[config.mk]
export PLATFORM = sky130hd
export DESIGN_NAME = gec_mul_stage
export DESIGN_NICKNAME = d
export VERILOG_FILES = /design/src/hdl/gec_pkg.sv /design/src/hdl/gec_mul_stage.sv
export SDC_FILE = /design/constraint.sdc
export NUM_CORES = 2
export LEC_CHECK = 0
export BUFFER_PORTS_ARGS = -buffer_cell sky130_fd_sc_hd__buf_2
export CAP_MARGIN = 20
export CORE_MARGIN = 5
export CORE_UTILIZATION = 40
export DETAILED_ROUTE_END_ITERATION = 16
export SYNTH_ARGS = -nofsm -noshare
export SYNTH_HDL_FRONTEND = slang
export SYNTH_SLANG_ARGS = --single-unit
export TNS_END_PERCENT = 100
[constraint.sdc]
create_clock -name clock -period 10.9 [get_ports clock]
set_clock_uncertainty 0.2 [all_clocks]
set_input_delay 2.18 -clock clock [delete_from_list [all_inputs] [get_ports clock]]
set_output_delay 2.18 -clock clock [all_outputs]
set_load 0.05 [all_outputs]
[src/hdl/gec_pkg.sv]
// gec_pkg: shared constants and pipeline stage type for the gamma encoder
// no dependencies; imported by the stage modules and the top level
`default_nettype none

package gec_pkg;

   localparam int SAMPLE_W        = 24;
   localparam int GAMMA_W         = 16;
   localparam int BYTE_W          = 8;
   localparam int Q_W             = 32;
   localparam int REM_W           = Q_W + 2;
   localparam int FRAC_BITS       = 12;
   localparam int INT_BITS        = GAMMA_W - FRAC_BITS;
   localparam int INT_STAGES      = (1 << INT_BITS) - 1;
   localparam int SQRT_STEPS      = Q_W;
   localparam int ROUND_W         = Q_W + BYTE_W;

   localparam logic [GAMMA_W-1:0] INV_GAMMA_RESET = 16'd1862;
   localparam logic [BYTE_W-1:0]  BYTE_MAX        = 8'd255;

   typedef struct packed {
      logic             valid;
      logic             frozen;
      logic             acc_one;
      logic [Q_W-1:0]   acc;
      logic [Q_W-1:0]   rad;
      logic [REM_W-1:0] rem;
      logic [Q_W-1:0]   root;
   } pipe_type;

endpackage

`default_nettype wire

[src/hdl/gec_mul_stage.sv]
// gec_mul_stage: one registered, conditional Q0.32 multiply of the running power
// depends on gec_pkg for the stage type
`default_nettype none

module gec_mul_stage (
   input  wire logic              clock,
   input  wire logic              reset,
   input  wire logic              advance,
   input  wire logic              do_mul,
   input  wire logic [31:0]       operand,
   input  wire logic [31:0]       next_rad,
   input  wire gec_pkg::pipe_type up,
   output gec_pkg::pipe_type      dn
);
   import gec_pkg::*;

   pipe_type          stage_ff;
   pipe_type          stage_in;
   logic [2*Q_W-1:0]  product;

   assign product = up.acc * operand;

   always_comb begin
      stage_in      = up;
      stage_in.rad  = next_rad;
      stage_in.rem  = '0;
      stage_in.root = '0;
      if (do_mul && !up.frozen) begin
         stage_in.acc_one = 1'b0;
         // one times operand is the operand itself
         stage_in.acc = up.acc_one ? operand : product[2*Q_W-1:Q_W];
      end
   end

   always_ff @(posedge clock) begin
      if (reset) begin
         stage_ff.valid <= 1'b0;
      end else if (advance) begin
         stage_ff <= stage_in;
      end
   end

   assign dn = stage_ff;

endmodule

`default_nettype wire

==> run metrics <==
hold_buf cts 0; # DRC 0; endpoints failing hold 0; largest net degree at the start of global routing 67; Post-Synth Adder-Cell Area 59.45%; Worst setup SP type primary input; # resized after CTS 0; DR WL/cell 21.11 µm; Via density 5.105; CTS clk-pin slew, worst paths 60 ps; post-synthesis simple-gate area fraction 17.45%; overall global routing resource usage 22.99%; maximum clock frequency 0.09880 GHz; worst-margin pin slew 1046 ps; cts bufs inserted 9; drt first pass iters 5; Distinct cells, synth 55; vias in the first global route 28650; layout cells sized above 1 7.064%; TNS Setup 0 ps; critical path's top delay family adder cells; H-tree depth 3; Crit Path Class in -> reg; Finished Cell Area 37920 µm²; port bufs 169; XOR/XNOR Fraction of Synth Area 0.7870%; Post-synth EDFFs 66; row count 109; Post-DRT Antenna Nets 0; Syn Inst Count 3835; fin crit share 92.86%; worst-path maximum fanout 33; Warnings, synthesis 0; initial antenna violation count 10; starting DRC count in detailed routing 1526; Post-Synthesis Cell Area 35610 µm²; area of the multi-input gates 29330 µm²; Initial Utilization 40.30%; worst skew pair latency 350 ps; asr flop ratio synth 0%; Max Slew Vio Count 0; complex-gate fraction of the synthesized area 3.823%; #FFs+latches synth 67; most common cell after layout, fill and taps aside fa_1; core area 88370 µm²; Seq/Total Area, Yosys 5.622%; dpl hpwl 80.42 mm; Die Height 308.4 µm; DR vias 25840; Crit path largest cell delay 760 ps; Top FF cell, synth edfxtp_1; critical path's slowest cell buf_2; combinational family with the most area after synthesis adder cells; multiplexer share of the synthesized area 0.1405%; Die W 308.4 µm; Post-DP Area 37590 µm²; required time of the critical path 10800 ps; commonest non-fill, non-tap cells in the layout 895 x fa_1, 863 x inv_1, 592 x and2_1; Syn Area/Cell 9.286 µm²; clock root buffer clkbuf_16; clk buf depth 2; P&R area growth vs syn 6.482%; RSZ-0062 raised after global routing no; max cap viols 0; Sink Count 67; final WL 106.8 mm; CTS tree done; Post-CTS Setup Bufs 0; global-route wire length before repair 166.1 mm; Slew headroom 30.25%; GRT overflow 0; register area 2002 µm²; crit path time final 10120 ps; crit end category register; CP dominant cell by count fa_1; CP Buf/Inv Count 5; die area 95100 µm²; max reg flops 67; Boundary Pins 334; Nets 5244; filler cell count in the final layout 8847; status finished clean; # setup viols final 0; routability cong. 0.9240; Worst Hold Class reg -> reg; CP Data Arrival Time 10020 ps
cells in the mapped netlist (5+ instances only):
master    number  area [µm²]
a211oi_1       6       45.04
a21o_1        31       232.7
a21oi_1       78       390.4
a31oi_1       12       75.07
and2_1       592        3704
and3_1        17       106.4
and4_1         5       43.79
buf_4         66       495.5
clkbuf_1     210       788.3
edfxtp_1      66        1982
fa_1         895       17920
ha_1         260        3253
inv_1        863        3239
mux2i_1        5       50.05
nand2_1      499        1873
nand3_1       18       90.09
nand4_1       10       62.56
nor2_1        44       165.2
nor2b_1        6       37.54
nor3_1        13       65.06
o21a_1         8       60.06
o21ai_0       34       170.2
o21ai_1       14       70.07
o21bai_1       6       45.04
xnor2_1       23       201.4
xor2_1         9       78.83
cells by family after synthesis:
kind of cell | Yosys count
AOI/OAI and AO/OA | 220
xor gates and xnor gates | 32
adders and majority gates | 1155
buffers and inverters | 1141
DFF | 67
muxes | 5
other | 1
and+or+nand+nor | 1214
per-stage QoR:
step | worst slack, ps | instances | hold slack [ps] | utilization, %
2_1_floorplan | 1740 | 3900 | 532.6 | -
3_3_place_gp | 576.6 | 5042 | 273.3 | 42.54
3_5_place_dp | 555.6 | 5042 | 301.6 | 42.54
4_1_cts | 892.4 | 5058 | 314.4 | 42.90
5_1_grt | 549.2 | 5058 | 347.4 | 42.90
6_report | 778.3 | 5061 | 296.4 | 42.91
final timing paths:
| kind | startpoint | end | slack (ps) | cells after the start |
|---|---|---|---|---|
| setup reg to reg | dn[132] | dn[132] | 10120 | 2 |
| hold / removal | dn[132] | dn[132] | 300 | 2 |
| hold reg to reg | dn[132] | dn[132] | 300 | 2 |
| setup / recovery | operand[8] | dn[128] | 780 | 25 |
layer usage:
layer  part of all wire, %  up-vias  track usage [%]
li1                      -    11160                -
met1                    39    13400            29.32
met2                    48     1013            39.03
met3                   8.2      262            5.123
met4                   4.1        6            7.617
met5                 0.037        -                0
worst min-delay path, delay by kind of cell (launching register included):
family / cells / cell delay [ps]
muxes: 1 / 60
DFF: 1 / 320
and+or+nand+nor: 1 / 80
layout make-up:
type                            count  area share [%]
Timing Repair Buffer              254           4.111
Sequential cell                    67           5.279
Clock inverter                      7          0.2442
Multi-Input combinational cell   2692           77.36
Tap cell                         1165           3.844
Clock buffer                        9          0.5939
Inverter                          864           8.552
Antenna cell                        3         0.01980
Power is not shown: default switching activity piles up to over one toggle a cycle in this logic, so the estimate is an artifact.
