===== config.mk =====
export PLATFORM = sky130hd
export DESIGN_NAME = gec_sqrt_step
export DESIGN_NICKNAME = d
export VERILOG_FILES = /design/src/hdl/gec_pkg.sv /design/src/hdl/gec_sqrt_step.sv
export SDC_FILE = /design/constraint.sdc
export NUM_CORES = 1
export LEC_CHECK = 0
export ABC_AREA = 0
export BUFFER_PORTS_ARGS = -buffer_cell sky130_fd_sc_hd__buf_2
export CORE_ASPECT_RATIO = 1.75
export CORE_MARGIN = 4
export CORE_UTILIZATION = 50
export DETAILED_ROUTE_END_ITERATION = 10
export GPL_TIMING_DRIVEN = 1
export PLACE_DENSITY = 0.85
export SLEW_MARGIN = 15
export SYNTH_ARGS = -nofsm -noshare
export SYNTH_HDL_FRONTEND = slang
export SYNTH_SLANG_ARGS = --single-unit

===== constraint.sdc =====
create_clock -name clock -period 16.33 [get_ports clock]
set_clock_uncertainty 0.15 [all_clocks]
set_input_delay 0 -clock clock [delete_from_list [all_inputs] [get_ports clock]]
set_output_delay 0 -clock clock [all_outputs]
set_load 0.1 [all_outputs]

===== src/hdl/gec_pkg.sv =====
// gec_pkg: shared constants and pipeline stage type for the gamma encoder
// no dependencies; imported by the stage modules and the top level
`default_nettype none

package gec_pkg;

   localparam int SAMPLE_W        = 24;
   localparam int GAMMA_W         = 16;
   localparam int BYTE_W          = 8;
   localparam int Q_W             = 32;
   localparam int REM_W           = Q_W + 2;
   localparam int FRAC_BITS       = 12;
   localparam int INT_BITS        = GAMMA_W - FRAC_BITS;
   localparam int INT_STAGES      = (1 << INT_BITS) - 1;
   localparam int SQRT_STEPS      = Q_W;
   localparam int ROUND_W         = Q_W + BYTE_W;

   localparam logic [GAMMA_W-1:0] INV_GAMMA_RESET = 16'd1862;
   localparam logic [BYTE_W-1:0]  BYTE_MAX        = 8'd255;

   typedef struct packed {
      logic             valid;
      logic             frozen;
      logic             acc_one;
      logic [Q_W-1:0]   acc;
      logic [Q_W-1:0]   rad;
      logic [REM_W-1:0] rem;
      logic [Q_W-1:0]   root;
   } pipe_type;

endpackage

`default_nettype wire


===== src/hdl/gec_sqrt_step.sv =====
// gec_sqrt_step: one root bit of the integer square root of rad shifted by 32
// depends on gec_pkg for the stage type
`default_nettype none

module gec_sqrt_step (
   input  wire logic              clock,
   input  wire logic              reset,
   input  wire logic              advance,
   input  wire gec_pkg::pipe_type up,
   output gec_pkg::pipe_type      dn
);
   import gec_pkg::*;

   pipe_type          stage_ff;
   pipe_type          stage_in;
   logic [REM_W-1:0]  rem_sh;
   logic [REM_W-1:0]  trial;

   assign rem_sh = {up.rem[Q_W-1:0], up.rad[Q_W-1:Q_W-2]};
   assign trial  = {up.root, 2'b01};

   always_comb begin
      stage_in     = up;
      stage_in.rad = {up.rad[Q_W-3:0], 2'b00};
      if (rem_sh >= trial) begin
         stage_in.rem  = rem_sh - trial;
         stage_in.root = {up.root[Q_W-2:0], 1'b1};
      end else begin
         stage_in.rem  = rem_sh;
         stage_in.root = {up.root[Q_W-2:0], 1'b0};
      end
   end

   always_ff @(posedge clock) begin
      if (reset) begin
         stage_ff.valid <= 1'b0;
      end else if (advance) begin
         stage_ff <= stage_in;
      end
   end

   assign dn = stage_ff;

endmodule

`default_nettype wire


==> load_flow_metrics.sql <==
INSERT INTO impl_metrics (metric_group, metric, value, unit) VALUES
('yosys', 'postSynthAreaPerCell', '13.5', 'sq um'),
('final_layout', 'finish.utilization', '76.7', '%'),
('yosys', 'synth_top_family_by_area', 'compound AO/OA/AOI/OAI gates', ''),
('yosys', 'yosys_register_bits', '131', ''),
('die', 'die_w', '94.6', 'um'),
('route', 'detailedRoute.firstPassIterationCount', '6', ''),
('yosys', 'synthDistinctLibCells', '61', ''),
('clock_network', 'clock_path_buffers', '2', ''),
('timing', 'final-max-slew-violation-count', '0', ''),
('timing', 'fmax', '272', 'MHz'),
('die', 'dieHeight', '160', 'um'),
('timing', 'fin_setup_tns', '0', 'ps'),
('global_route', 'overflow', '0', ''),
('final_layout', 'multiInputGateArea', '2370', 'sq um'),
('power_and_ir_drop', 'static-leakage-power', '4.41', 'nW'),
('final_layout', 'nFillCells', '767', ''),
('yosys', 'synth_top_cells_by_area', 'sky130_fd_sc_hd__edfxtp_1 59%, sky130_fd_sc_hd__ha_1 6.5%, sky130_fd_sc_hd__mux2_4 6.4%, sky130_fd_sc_hd__inv_1 2.4%, sky130_fd_sc_hd__a21oi_1 2.4%', ''),
('die', 'floorplan.die_area', '15100', 'sq um'),
('die', 'initial_utilization', '50.8', '%'),
('timing', 'timing.final.hold_violations', '0', ''),
('placement', 'place.detailed.instances', '910', ''),
('global_route', 'initial_antenna_violation_count', '2', ''),
('route', 'wl', '25100', 'um'),
('final_layout', 'finalNetCount', '1061', ''),
('yosys', 'synth_seq_area_share', '59.8', '%'),
('yosys', 'mappedNetlistArea', '6570', 'sq um'),
('power_and_ir_drop', 'vdd_ir_drop_max', '0.0911', 'mV'),
('run', 'max-cap-violations', '0', ''),
('power_and_ir_drop', 'power_density', '119', 'nW/um^2'),
('yosys', 'synth-compound-area-share', '11.5', '%'),
('yosys', 'synthXorXnorAreaFrac', '3.73', '%'),
('placement', 'hpwl', '13800', 'um'),
('clock_network', 'clk-insertion-delay-late', '420', 'ps'),
('clock_network', 'clkTransAtPathRegs', '60', 'ps'),
('global_route', 'first_global_vias', '6445', ''),
('final_layout', 'layout.area.seq', '3920', 'sq um'),
('route', 'via_to_cell_ratio', '5.78', ''),
('placement', 'numPortBuffers', '264', ''),
('clock_network', 'cts.root.buffer_cell', 'sky130_fd_sc_hd__clkbuf_16', ''),
('status', 'run_status', 'finished, final reports clean', ''),
('final_layout', 'final_layout_size_suffix_gt1_share', '37.8', '%'),
('final_layout', 'layoutNonFillerInstCount', '1077', ''),
('placement', 'globalplace.congestion', '0.884', ''),
('global_route', 'pin_count_of_the_biggest_net_entering_global_routing', '87', ''),
('yosys', 'async_flop_share', '0', '%'),
('worst_setup_path', 'setup.worst_path.end_class', 'register', ''),
('die', 'top_level_ports', '269', ''),
('timing', 'setup_ws', '12650', 'ps'),
('route', 'remaining_drc_errors', '0', ''),
('final_layout', 'mostFrequentLayoutCells', '264 x sky130_fd_sc_hd__buf_2, 132 x sky130_fd_sc_hd__dlygate4sd3_1, 130 x sky130_fd_sc_hd__edfxtp_1, 42 x sky130_fd_sc_hd__inv_1, 34 x sky130_fd_sc_hd__ha_1', ''),
('final_layout', 'largest_register_ffs', '131', ''),
('route', 'initialDrtViolationCount', '774', ''),
('timing', 'worst_hold_slack_across_all_endpoints', '153', 'ps'),
('clock_network', 'number_of_levels_in_the_clock_h_tree', '4', ''),
('yosys', 'synth.yosys.warnings', '0', ''),
('global_route', 'globalRouteTotalUtil', '32.1', '%'),
('min_path', 'min_path_type', 'input port to register', ''),
('worst_setup_path', 'timing.critical_path.arrival', '3690', 'ps'),
('clock_network', 'clock-sinks', '131', ''),
('yosys', 'synth_adder_area_share', '6.48', '%'),
('route', 'route.vias.total', '6228', ''),
('yosys', 'yosys-mux-area-fraction', '6.86', '%'),
('timing', 'timing.slew.headroom', '26.5', '%'),
('yosys', 'synthSimpleGateAreaFrac', '7.28', '%'),
('yosys', 'post-synth-top-area-fraction', '59.5', '%'),
('clock_network', 'cts_buffers', '17', ''),
('timing', 'period_minus_slack', '3680', 'ps'),
('die', 'core-area', '12900', 'sq um'),
('worst_setup_path', 'setup.worst_path.class', 'input port to register', ''),
('final_layout', 'synthToLayoutAreaGrowth', '51.0', '%'),
('timing', 'setup_violations', '0', '');
report_power, final:
part / total (mW) / switching (mW) / leakage (nW) / internal, mW
registers: 0.412 / 0.0101 / 1.23 / 0.402
logic: 0.391 / 0.287 / 2.91 / 0.104
clock network: 0.377 / 0.166 / 0.270 / 0.211
total: 1.18 / 0.462 / 4.41 / 0.717
cell type report:
| cell class | instances | area share (%) |
|---|---|---|
| Timing Repair Buffer | 398 | 27.0 |
| Inverter | 44 | 1.69 |
| Tap cell | 171 | 2.16 |
| Multi-Input combinational cell | 299 | 23.9 |
| Clock inverter | 14 | 1.32 |
| Clock buffer | 17 | 4.29 |
| Antenna cell | 3 | 0.0757 |
| Sequential cell | 131 | 39.6 |
Yosys cell counts, drive strengths merged (3+ instances only):
master	number
o21bai	6
nor2	23
a21oi	35
o31ai	3
a21o	11
clkbuf	8
nor3	7
o21ai	19
buf	7
nand4	6
nand3	8
nand2b	7
o41ai	3
xor2	12
mux2	28
o22ai	3
nand2	32
a211oi	5
xnor2	16
mux2i	3
o211ai	4
inv	44
ha	34
nor4	3
edfxtp	130
or3	5
timing repair:
action,CTS,global route
endpoints found under the hold margin,174,18
setup endpoints to repair,0,0
hold buffers,131,1
gates resized for setup,0,0
worst paths after layout:
kind / end / cells past startpoint / start / slack (ps)
setup / recovery: dn[55] / 13 / up[17] / 12650
hold / removal: dn[61] / 6 / up[31] / 150
setup reg to reg: dn[132] / 3 / dn[132] / 14970
hold reg to reg: dn[132] / 3 / dn[132] / 950
cell families (layout without fill, tap and decap cells):
group / count (synthesis) / in the layout
compound gates: 106 / 106
flops: 131 / 131
buf+inv: 59 / 473
other cells: 1 / 5
mux: 31 / 31
xor+xnor: 28 / 28
fa+ha+maj: 34 / 34
simple gates: 98 / 98
critical path, stage by stage:
cell and delay [ps]:
sky130_fd_sc_hd__dlygate4sd3_1 560, sky130_fd_sc_hd__buf_2 130, sky130_fd_sc_hd__inv_1 60, sky130_fd_sc_hd__ha_1 390, sky130_fd_sc_hd__nand2_1 140, sky130_fd_sc_hd__nand2b_1 110
sky130_fd_sc_hd__a21o_1 130, sky130_fd_sc_hd__a21oi_1 80, sky130_fd_sc_hd__o21ai_0 720, sky130_fd_sc_hd__o41ai_4 220, sky130_fd_sc_hd__o21a_4 310, sky130_fd_sc_hd__inv_4 450
sky130_fd_sc_hd__mux2_4 360
routing by layer:
metal | share of wire [%] | routed length (um) | vias to the layer above | track usage (%)
li1 | - | - | 2643 | -
met1 | 31 | 7850 | 2940 | 31.5
met2 | 52 | 13000 | 503 | 57.9
met3 | 9.9 | 2490 | 142 | 8.65
met4 | 6.7 | 1690 | 0 | 19.3
met5 | 0 | 0 | - | 0
through the flow:
| stage | total power [mW] | area [sq um] |
|---|---|---|
| floorplan | 0.704 | 6570 |
| global placement | 0.756 | 8010 |
| detailed placement | 0.762 | 8010 |
| CTS | 1.15 | 9870 |
| global route | 1.21 | 9920 |
| finish | 1.18 | 9920 |
Note: power is estimated with default switching activity, not from simulation.
